[src/rtl/core/sorted_software_timer_queue_assert.svh]
// Assertion macros used by the timer queue RTL.
`ifndef SORTED_SOFTWARE_TIMER_QUEUE_ASSERT_SVH
`define SORTED_SOFTWARE_TIMER_QUEUE_ASSERT_SVH

// Concurrent check on the rising clock, off while reset is low.
`define STQ_ASSERT(label, prop, msg) \
	label: assert property (@(posedge clk) disable iff (!arst_n) (prop)) else $error(msg);

// Same, but also checked while reset is low.
`define STQ_ASSERT_ALWAYS(label, prop, msg) \
	label: assert property (@(posedge clk) (prop)) else $error(msg);

`endif

[src/rtl/core/stq_pkg.sv]
package stq_pkg;

	localparam int SLOT_W  = 5;
	localparam int TIME_W  = 32;
	localparam int DEST_W  = 8;
	localparam int VALUE_W = 32;
	localparam int ACT_W   = 3;

	localparam logic [ACT_W-1:0] ACT_ALLOC = 3'd0;
	localparam logic [ACT_W-1:0] ACT_FREE  = 3'd1;
	localparam logic [ACT_W-1:0] ACT_SET   = 3'd2;
	localparam logic [ACT_W-1:0] ACT_ARM   = 3'd3;
	localparam logic [ACT_W-1:0] ACT_TICK  = 3'd4;

	localparam logic [1:0] ST_UNUSED  = 2'd0;
	localparam logic [1:0] ST_ALLOC   = 2'd1;
	localparam logic [1:0] ST_RUNNING = 2'd2;

	localparam logic REPLY_ALLOC  = 1'b0;
	localparam logic REPLY_EXPIRY = 1'b1;

	typedef struct packed {
		logic [ACT_W-1:0]   action;
		logic [SLOT_W-1:0]  slot;
		logic [TIME_W-1:0]  delay;
		logic [DEST_W-1:0]  dest_queue;
		logic [VALUE_W-1:0] event_value;
	} req_t;

	typedef struct packed {
		logic               reply_kind;
		logic [SLOT_W-1:0]  slot_out;
		logic               alloc_ok;
		logic [DEST_W-1:0]  dest_out;
		logic [VALUE_W-1:0] value_out;
		logic               last;
	} rsp_t;

endpackage

[src/rtl/core/stq_if.sv]
interface stq_req_if import stq_pkg::*; ();
	logic valid;
	logic ready;
	req_t data;
	modport source (output valid, output data, input ready);
	modport sink (input valid, input data, output ready);
endinterface

interface stq_rsp_if import stq_pkg::*; ();
	logic valid;
	logic ready;
	rsp_t data;
	modport source (output valid, output data, input ready);
	modport sink (input valid, input data, output ready);
endinterface

[src/rtl/core/stq_out_reg.sv]
module stq_out_reg import stq_pkg::*; (
	input  logic   clk,
	input  logic   arst_n,
	input  logic   push,
	input  rsp_t   push_data,
	output logic   full,
	stq_rsp_if.source rsp
);
	// One-entry output register: the item holds until taken; push only while not full.
	logic valid_q;
	rsp_t data_q;

	assign full = valid_q;
	assign rsp.valid = valid_q;
	assign rsp.data = data_q;

	always_ff @(posedge clk or negedge arst_n) begin
		if (!arst_n) begin
			valid_q <= 1'b0;
		end else if (push) begin
			valid_q <= 1'b1;
		end else if (rsp.ready) begin
			valid_q <= 1'b0;
		end
	end

	always_ff @(posedge clk) begin
		if (push) begin
			data_q <= push_data;
		end
	end
endmodule

[src/rtl/core/sorted_software_timer_queue.sv]
// Pool of NUM_TIMERS one-shot timers (up to 32 usable) kept on a linked list in expiry order.
// One item is taken at a time: ready drops from the cycle after an accept until the item is
// done. Free, set and unknown actions finish in the idle state; allocate checks one slot
// status per cycle; arm, when the timer goes to the list head, links it there at once,
// otherwise it walks the list one entry per cycle; tick releases each expired timer in turn,
// one list head read from the slot memories at a time. Allocate and tick also wait while
// the output register still holds an untaken result.
// The per-slot expiry, destination, value and link stores are memories with registered reads.
`include "sorted_software_timer_queue_assert.svh"
module sorted_software_timer_queue import stq_pkg::*; #(
	parameter int NUM_TIMERS = 32
) (
	input logic clk,
	input logic arst_n,
	stq_req_if.sink  req,
	stq_rsp_if.source rsp
);
	localparam int POOL = (NUM_TIMERS < 32) ? NUM_TIMERS : 32;
	localparam int CNT_W = $clog2(POOL + 1);
	localparam int IDX_W = $clog2(POOL);

	localparam logic [2:0] S_IDLE   = 3'd0;
	localparam logic [2:0] S_ALLOC  = 3'd1;
	localparam logic [2:0] S_ARMRD  = 3'd2;
	localparam logic [2:0] S_ARMWK  = 3'd3;
	localparam logic [2:0] S_TKRD   = 3'd4;
	localparam logic [2:0] S_TKCHK  = 3'd5;
	localparam logic [2:0] S_ARMLNK = 3'd6;

	logic [2:0] state_q;
	req_t req_q;
	logic busy_q;
	logic [TIME_W-1:0] tick_q;
	logic [1:0] status_q [POOL];
	logic [SLOT_W-1:0] head_q;
	logic [CNT_W-1:0] run_q;
	logic [SLOT_W-1:0] idx_q;
	logic [SLOT_W-1:0] prev_q;
	logic [CNT_W-1:0] step_q;
	logic [TIME_W-1:0] exp_new_q;
	rsp_t hold_q;
	logic hold_v_q;

	logic [TIME_W-1:0] expiry_mem [POOL];
	logic [DEST_W-1:0] dest_mem [POOL];
	logic [VALUE_W-1:0] value_mem [POOL];
	logic [SLOT_W-1:0] link_mem [POOL];

	logic [TIME_W-1:0] exp_rd_q;
	logic [DEST_W-1:0] dest_rd_q;
	logic [VALUE_W-1:0] value_rd_q;
	logic [SLOT_W-1:0] link_rd_q;

	logic out_full;
	logic push;
	rsp_t push_data;

	logic [SLOT_W-1:0] rd_addr;
	logic exp_we, link_we, set_we;
	logic [SLOT_W-1:0] link_wa;
	logic [SLOT_W-1:0] link_wd;
	logic in_range;
	logic [IDX_W-1:0] pidx, ridx;
	logic take;
	logic [1:0] cur_status;
	logic expire;
	logic fits;
	logic arm_head;
	logic walk_last;

	assign take = req.valid && req.ready;
	assign req.ready = (state_q == S_IDLE) && !busy_q;
	assign in_range = ({27'd0, req_q.slot} < 32'(POOL));
	assign pidx = req_q.slot[IDX_W-1:0];
	assign ridx = idx_q[IDX_W-1:0];
	assign cur_status = status_q[ridx];
	// Head is due: list not empty and its expiry not past the count.
	assign expire = (run_q != '0) && !(exp_rd_q > tick_q);
	assign fits = (exp_new_q <= exp_rd_q);
	assign arm_head = (run_q == '0) || fits;
	assign walk_last = ((step_q + CNT_W'(1)) >= run_q);

	stq_out_reg u_out (
		.clk(clk), .arst_n(arst_n), .push(push), .push_data(push_data),
		.full(out_full), .rsp(rsp)
	);

	// Memory read port: registered, one address per cycle.
	always_ff @(posedge clk) begin
		exp_rd_q   <= expiry_mem[rd_addr[IDX_W-1:0]];
		dest_rd_q  <= dest_mem[rd_addr[IDX_W-1:0]];
		value_rd_q <= value_mem[rd_addr[IDX_W-1:0]];
		link_rd_q  <= link_mem[rd_addr[IDX_W-1:0]];
		if (exp_we) begin
			expiry_mem[pidx] <= exp_new_q;
		end
		if (link_we) begin
			link_mem[link_wa[IDX_W-1:0]] <= link_wd;
		end
		if (set_we) begin
			dest_mem[pidx] <= req_q.dest_queue;
			value_mem[pidx] <= req_q.event_value;
		end
	end

	// Request register: captured on accept, drives the sequencer.
	always_ff @(posedge clk) begin
		if (take) begin
			req_q <= req.data;
		end
	end

	always_comb begin
		rd_addr = head_q;
		exp_we = 1'b0;
		link_we = 1'b0;
		set_we = 1'b0;
		link_wa = req_q.slot;
		link_wd = head_q;
		push = 1'b0;
		push_data = hold_q;
		unique case (state_q)
			S_IDLE: begin
				set_we = busy_q && (req_q.action == ACT_SET) && in_range;
			end
			S_ALLOC: begin
				if ((cur_status == ST_UNUSED || {27'd0, idx_q} == 32'(POOL - 1)) && !out_full) begin
					push = 1'b1;
					push_data = '0;
					push_data.reply_kind = REPLY_ALLOC;
					push_data.alloc_ok = (cur_status == ST_UNUSED);
					push_data.slot_out = (cur_status == ST_UNUSED) ? idx_q : '0;
					push_data.last = 1'b1;
				end
			end
			S_ARMRD: begin
				exp_we = 1'b1;
				rd_addr = link_rd_q;
				if (arm_head) begin
					link_we = 1'b1;
					link_wd = head_q;
				end else if (run_q == CNT_W'(1)) begin
					link_we = 1'b1;
					link_wd = link_rd_q;
				end
			end
			S_ARMWK: begin
				// idx_q is the candidate successor; exp_rd_q and link_rd_q are its entries.
				rd_addr = link_rd_q;
				if (fits) begin
					link_we = 1'b1;
					link_wd = idx_q;
				end else if (walk_last) begin
					link_we = 1'b1;
					link_wd = link_rd_q;
				end
			end
			S_ARMLNK: begin
				link_we = 1'b1;
				link_wa = prev_q;
				link_wd = req_q.slot;
			end
			S_TKCHK: begin
				// Release the held expiry once it is known whether another one follows.
				if (hold_v_q && !out_full) begin
					push = 1'b1;
					push_data.last = !expire;
				end
			end
			default: ;
		endcase
	end

	always_ff @(posedge clk or negedge arst_n) begin
		if (!arst_n) begin
			state_q <= S_IDLE;
			busy_q <= 1'b0;
			tick_q <= '0;
			head_q <= '0;
			run_q <= '0;
			idx_q <= '0;
			prev_q <= '0;
			step_q <= '0;
			exp_new_q <= '0;
			hold_q <= '0;
			hold_v_q <= 1'b0;
			for (int i = 0; i < POOL; i++) begin
				status_q[i] <= ST_UNUSED;
			end
		end else begin
			busy_q <= take;
			unique case (state_q)
				S_IDLE: begin
					if (busy_q) begin
						unique case (req_q.action)
							ACT_ALLOC: begin
								idx_q <= '0;
								state_q <= S_ALLOC;
							end
							ACT_FREE: begin
								if (in_range && status_q[pidx] != ST_RUNNING) begin
									status_q[pidx] <= ST_UNUSED;
								end
							end
							ACT_ARM: begin
								if (in_range && status_q[pidx] != ST_RUNNING) begin
									exp_new_q <= tick_q + req_q.delay;
									state_q <= S_ARMRD;
								end
							end
							ACT_TICK: begin
								tick_q <= tick_q + 32'd1;
								state_q <= S_TKRD;
							end
							default: ;
						endcase
					end
				end
				S_ALLOC: begin
					if (cur_status == ST_UNUSED || {27'd0, idx_q} == 32'(POOL - 1)) begin
						if (!out_full) begin
							if (cur_status == ST_UNUSED) begin
								status_q[ridx] <= ST_ALLOC;
							end
							state_q <= S_IDLE;
						end
					end else begin
						idx_q <= idx_q + 5'd1;
					end
				end
				S_ARMRD: begin
					status_q[pidx] <= ST_RUNNING;
					if (arm_head) begin
						head_q <= req_q.slot;
						run_q <= run_q + CNT_W'(1);
						state_q <= S_IDLE;
					end else begin
						prev_q <= head_q;
						if (run_q == CNT_W'(1)) begin
							state_q <= S_ARMLNK;
						end else begin
							idx_q <= link_rd_q;
							step_q <= CNT_W'(1);
							state_q <= S_ARMWK;
						end
					end
				end
				S_ARMWK: begin
					if (fits) begin
						state_q <= S_ARMLNK;
					end else if (walk_last) begin
						prev_q <= idx_q;
						state_q <= S_ARMLNK;
					end else begin
						prev_q <= idx_q;
						idx_q <= link_rd_q;
						step_q <= step_q + CNT_W'(1);
					end
				end
				S_ARMLNK: begin
					run_q <= run_q + CNT_W'(1);
					state_q <= S_IDLE;
				end
				S_TKRD: state_q <= S_TKCHK;
				S_TKCHK: begin
					if (!(hold_v_q && out_full)) begin
						if (expire) begin
							status_q[head_q[IDX_W-1:0]] <= ST_ALLOC;
							run_q <= run_q - CNT_W'(1);
							head_q <= link_rd_q;
							hold_q.reply_kind <= REPLY_EXPIRY;
							hold_q.slot_out <= head_q;
							hold_q.alloc_ok <= 1'b0;
							hold_q.dest_out <= dest_rd_q;
							hold_q.value_out <= value_rd_q;
							hold_q.last <= 1'b0;
							hold_v_q <= 1'b1;
							state_q <= S_TKRD;
						end else begin
							hold_v_q <= 1'b0;
							state_q <= S_IDLE;
						end
					end
				end
				default: state_q <= S_IDLE;
			endcase
		end
	end

	`STQ_ASSERT(a_ready_idle, req.ready |-> (state_q == S_IDLE && !busy_q), "ready outside idle")
	`STQ_ASSERT(a_run_bound, 32'(run_q) <= 32'(POOL), "running count above pool")
	`STQ_ASSERT(a_push_room, push |-> !out_full, "push into full output")
	`STQ_ASSERT(a_hold_tick, hold_v_q |-> (state_q == S_TKRD || state_q == S_TKCHK), "held expiry outside tick")
endmodule
[src/flat_wrapper.sv]
// flat-port wrapper written by rule: the top's interface ports become plain ports
module sorted_software_timer_queue_flat import stq_pkg::*;
#(
	parameter int NUM_TIMERS = 32
)
  (clk, arst_n, req_valid, req_data, req_ready, rsp_valid, rsp_data, rsp_ready);
  stq_req_if req_i ();
  stq_rsp_if rsp_i ();
  input logic clk;
  input logic arst_n;
  input wire logic [$bits(req_i.valid)-1:0] req_valid;
  input wire logic [$bits(req_i.data)-1:0] req_data;
  output wire logic [$bits(req_i.ready)-1:0] req_ready;
  output wire logic [$bits(rsp_i.valid)-1:0] rsp_valid;
  output wire logic [$bits(rsp_i.data)-1:0] rsp_data;
  input wire logic [$bits(rsp_i.ready)-1:0] rsp_ready;
  assign req_i.valid = req_valid;
  assign req_i.data = req_data;
  assign req_ready = req_i.ready;
  assign rsp_valid = rsp_i.valid;
  assign rsp_data = rsp_i.data;
  assign rsp_i.ready = rsp_ready;
  sorted_software_timer_queue #(.NUM_TIMERS(NUM_TIMERS)) u_core (.clk(clk), .arst_n(arst_n), .req(req_i), .rsp(rsp_i));
endmodule
[config.mk]
export PLATFORM = sky130hd
export DESIGN_NAME = sorted_software_timer_queue_flat
export DESIGN_NICKNAME = d
export VERILOG_FILES = /design/src/rtl/core/stq_pkg.sv /design/src/rtl/core/stq_if.sv /design/src/rtl/core/stq_out_reg.sv /design/src/rtl/core/sorted_software_timer_queue.sv /design/src/flat_wrapper.sv
export VERILOG_INCLUDE_DIRS = /design/src /design/src/rtl/core
export SDC_FILE = /design/constraint.sdc
export NUM_CORES = 2
export LEC_CHECK = 0
export ABC_AREA = 0
export BUFFER_PORTS_ARGS = -buffer_cell sky130_fd_sc_hd__buf_4
export CORE_MARGIN = 2
export CORE_UTILIZATION = 50
export DETAILED_ROUTE_END_ITERATION = 10
export PLACE_DENSITY = 0.65
export SLEW_MARGIN = 0
export SYNTH_ARGS = -nofsm -noshare
export SYNTH_HDL_FRONTEND = slang
export SYNTH_SLANG_ARGS = --single-unit
[constraint.sdc]
create_clock -name clk -period 4.57 [get_ports clk]
set_input_delay 0.2285 -clock clk [delete_from_list [all_inputs] [get_ports clk]]
set_output_delay 0.2285 -clock clk [all_outputs]
set_load 0.1 [all_outputs]
==> results <==
- Sorting the synthesized cells by area gives the leading types as edfxtp_1, mux4_2, dfrtp_1, nand2_1, nand3_1.
- The count of pins on the block boundary is 134.
- The overflow left after global routing is 0.
- The number of violations reported at the end of detailed-routing iteration 0 is 8,157.
- The achievable clock frequency is 232 MHz.
- In this run the tightest slew margin relative to its limit is 24.9%.
- The clock transition at the registers of the reported paths is 0.06 ns.
- The layout cell share with drive strength beyond 1 is 21.8%.
- The initial core utilization is 50.3%.
- The detailed-router iteration count before antenna repair is 5.
- The final count of negative-setup-slack endpoints is 0.
- Once the clock tree was built, the setup fixing pass inserted 0 buffers.
- In this run the horizontal extent of the chip is 485 um.
- For this design, the sink count on the clock tree is 2,876.
- The clock insertion delay at the later pin of the skew report is 0.96 ns.
- Max-cap violations in this run came to 0.
- The H-tree was split into 5 levels.
- The synthesized cell area is 116,000 sq um.
- The flow ran to the end, and the final reports show no timing, DRC or antenna violations.
- The count of antenna-violating nets left after detailed routing is 0.
- The via count of the first global-routing pass is 65.6k.
- The Yosys warning count is 0.
- The detailed-route vias per instance is 6.24.
- The classification of the worst-slack hold path is input pin to flip-flop.
- Summed over all nets, the switching power comes to 24.2 mW.
- The leakage power figure is 45.6 nW.
- In the synthesized netlist the dominant register cell turns out to be edfxtp_1.
- The data required time of the critical path is 5.40 ns.
- The post-synthesis cell type count is 87.
- The first-pass GRT wire length is 456,000 um.
- In the finished design, the share of the clock period the worst path needs comes to 94.4%.
- In the routed design, unresolved DRC markers number 0.
- Counting the buffers created by CTS gives 312.
- The clock tree from TritonCTS is yes.
- The die covers 236,000 sq um.
- The final weighted congestion in routability-driven placement is 0.926.
- The average cell area after synthesis is 17.2 sq um.
- Sequential cells account for 42.7% of the total power.
- The vertical die dimension is 485 um.
- The final count of pins violating max slew is 0.
- Combinational logic is responsible for 26.2% of the overall power.
- Clock skew on the completed layout was measured at 0.0866 ns.
- The minimum period implied by the final worst setup slack is 4.31 ns.
- STA classifies the critical path startpoint as a flip-flop.
- The switching part of the total power is 31.2%.
- The cell count after synthesis is 6,724.
- The sum of negative setup slack is 0 ns.
- The total track usage is 26.6%.
- The worst setup path is of the flip-flop to flip-flop kind.
- After synthesis the netlist holds a flip-flop and latch count of 2,876.
- Detailed routing inserted a total of 65.1k vias.
- The average wire per cell in the routed design is 30.2 um.
- The net total in the final layout is 7,357.
- Setup repair after global routing left no endpoint under its margin.
- Summed over all layers, the routed wires come to 314,000 um.
- The final count of hold timing violations is 0.
- In this run the biggest area consumer among cell types represents 67.2% of the synthesized area.
- Buffers placed on the I/O ports in this run total 133.
- For this design the ratio of total power to cell area is 581 nW/um^2.
- The number of antenna violations at the first check in global routing is 8.
- The worst hold margin is 0.0535 ns.
- The post-CTS resize count is 0.
- The clock root buffer master is clkbuf_16.
- The count of standard-cell rows is 176.
- The layout-stage area growth over the synthesis result is 15.2%.
- The wire-length estimate of the detail-placed layout is 173,000 um.
- The async set-reset flop share out of synthesis is 7.20%.
- The worst vdd rail ir drop is 495 uV.
- The endpoint kind of the worst setup timing path is a flip-flop.
- The internal power of the cells totals 53.3 mW.
- The core outline area is 230,000 sq um.
- The maximum number of pins on one net before global-route repair is 93.
- At the worst endpoint, the arrival time is 5.14 ns.
- The post-synthesis sequential area ratio is 73.0%.
- The post-synth net total is 6,920.
- The synthesized design spends more area on one cell type than any other, namely edfxtp_1.
- The number of flops mapped to enable cells by yosys is 2,592.
- The transition time at the pin with the least slew margin is 1.13 ns.
- The portion of total power attributed to the clock network is 31.0%.
- The clock passes through at most 4 buffers.
- Of all nets on the critical path, the largest fanout is 26.
[Yosys cell counts, types with 11 or more instances]
library cell / count
clkbuf_1: 218
a211oi_1: 55
nand3b_1: 15
o21ai_0: 88
mux2_2: 46
a2111oi_0: 11
xor2_1: 20
nand2b_1: 14
edfxtp_1: 2592
o31ai_1: 16
buf_1: 39
dfrtp_1: 207
nor2_1: 225
and3_1: 14
nand3_1: 510
o32a_1: 29
nor3_1: 50
a21oi_1: 169
mux2i_1: 40
or3_1: 12
a21o_1: 27
ha_1: 111
mux4_2: 619
o21a_1: 11
a31oi_1: 32
and2_1: 55
xnor2_1: 43
o211ai_1: 12
nand2_1: 886
dfxtp_1: 77
inv_1: 98
o22ai_1: 63
nand4_1: 17
nor2b_1: 18
buf_2: 115
[per-layer routing]
layer	GRT usage [%]	part of all wire, %
met5	0	0
met4	8.40	3.1
met3	3.83	7.6
met2	43.0	49
met1	37.8	41
[power by group through the flow]
| stage | logic (mW) | registers (mW) | clock network, mW |
|---|---|---|---|
| floorplan | 12.3 | 34.3 | 0 |
| global placement | 20.2 | 33.6 | 0 |
| detailed placement | 20.3 | 33.6 | 0 |
| CTS | 20.5 | 33.1 | 24.4 |
| global route | 21.9 | 33.3 | 25.4 |
| finish | 20.3 | 33.1 | 24.1 |
[registers in the layout, summed over array words and instances (netlist names), 8 cells and up]
register,flops
u_core.exp_rd_q,32
u_core.hold_q,46
u_core.status_q,64
u_core.exp_new_q,32
u_core.tick_q,32
u_core.link_mem,160
u_core.value_rd_q,32
u_core.u_out.rsp.data,48
u_core.value_mem,1024
u_core.expiry_mem,1024
u_core.dest_mem,256
u_core.req_q,75
u_core.dest_rd_q,8
[cell families (layout without fill, tap and decap cells)]
logic type	after synthesis	after routing	synth area share [%]
flip-flops	2876	2876	73.0
AND/OR/NAND/NOR	1871	1871	7.21
multiplexers	714	714	12.9
AO/OA/AOI/OAI	604	604	3.43
buffers and inverters	484	1150	1.75
adder cells (fa/ha/maj)	112	112	1.22
XOR/XNOR	63	63	0.476
other	0	4	0
[metrics by stage]
| stage | power [mW] | std cells | worst slack, ns | util (%) | cell area (sq um) |
|---|---|---|---|---|---|
| floorplan | 46.6 | 6724 | 0.00378 | - | 116000 |
| global placement | 53.8 | 9761 | 0.447 | 53.3 | 123000 |
| detailed placement | 53.9 | 9761 | 0.320 | 53.3 | 123000 |
| CTS | 78.0 | 10416 | 0.294 | 58.0 | 133000 |
| global route | 80.6 | 10418 | 0.0272 | 58.0 | 133000 |
| finish | 77.5 | 10420 | 0.257 | 58.0 | 133000 |
[cell type report]
cell class / count / area (sq um)
tap: 3026 / 3790
multi-input combinational: 3364 / 29900
antenna: 4 / 10.0
timing repair buffer: 506 / 5170
fill: 17201 / 96700
inverter: 101 / 379
clock buffer: 413 / 8480
clock inverter: 130 / 1150
sequential: 2876 / 84600
[final timing paths]
check | from | slack, ns | depth (start not counted) | endpoint
min | req_valid | 0.05 | 2 | u_core.pidx[1]
min reg2reg | u_core.value_rd_q[30] | 0.44 | 1 | u_core.hold_q[31]
max in group asynchronous | arst_n | 3.20 | 4 | u_core.hold_q[22]
max reg2reg | u_core.tick_q[27] | 0.26 | 10 | u_core.status_q[62]
max | u_core.tick_q[27] | 0.26 | 10 | u_core.status_q[62]
min in group asynchronous | arst_n | 0.37 | 3 | u_core.exp_new_q[30]
[repair_timing]
action / in CTS / in global routing
hold buffers: 112 / 0
hold endpoints to repair: 159 / 0
endpoints found under the setup margin: 0 / 0
[critical path: stages, from the launching register on]
cell      delay (ns)
dfrtp_1         0.41
inv_1           0.10
ha_1            0.30
nand3_1         0.15
or4_1           0.63
nor3_1          0.30
a211oi_2        0.21
buf_4           0.22
o31ai_4         0.66
a21o_1          0.97
o32a_1          0.28
[layout by cell type (no fill, tap or decap), types with 43 or more instances in the layout]
cell type and instances:
a21oi_1 168, mux4_2 619, clkinv_2 57, xnor2_1 43
buf_4 308, a211oi_1 55, clkbuf_16 320, nor2_4 65
edfxtp_1 2592, mux2_2 46, and2_1 52, o22ai_1 63
nand3_1 510, nor2_1 160, buf_12 85, dfxtp_1 77
nand2_1 882, clkbuf_1 81, dfrtp_1 206, o21ai_0 88
nor3_1 50, dlygate4sd3_1 111, ha_1 111, inv_1 98
(Power assumes the default switching activity.)
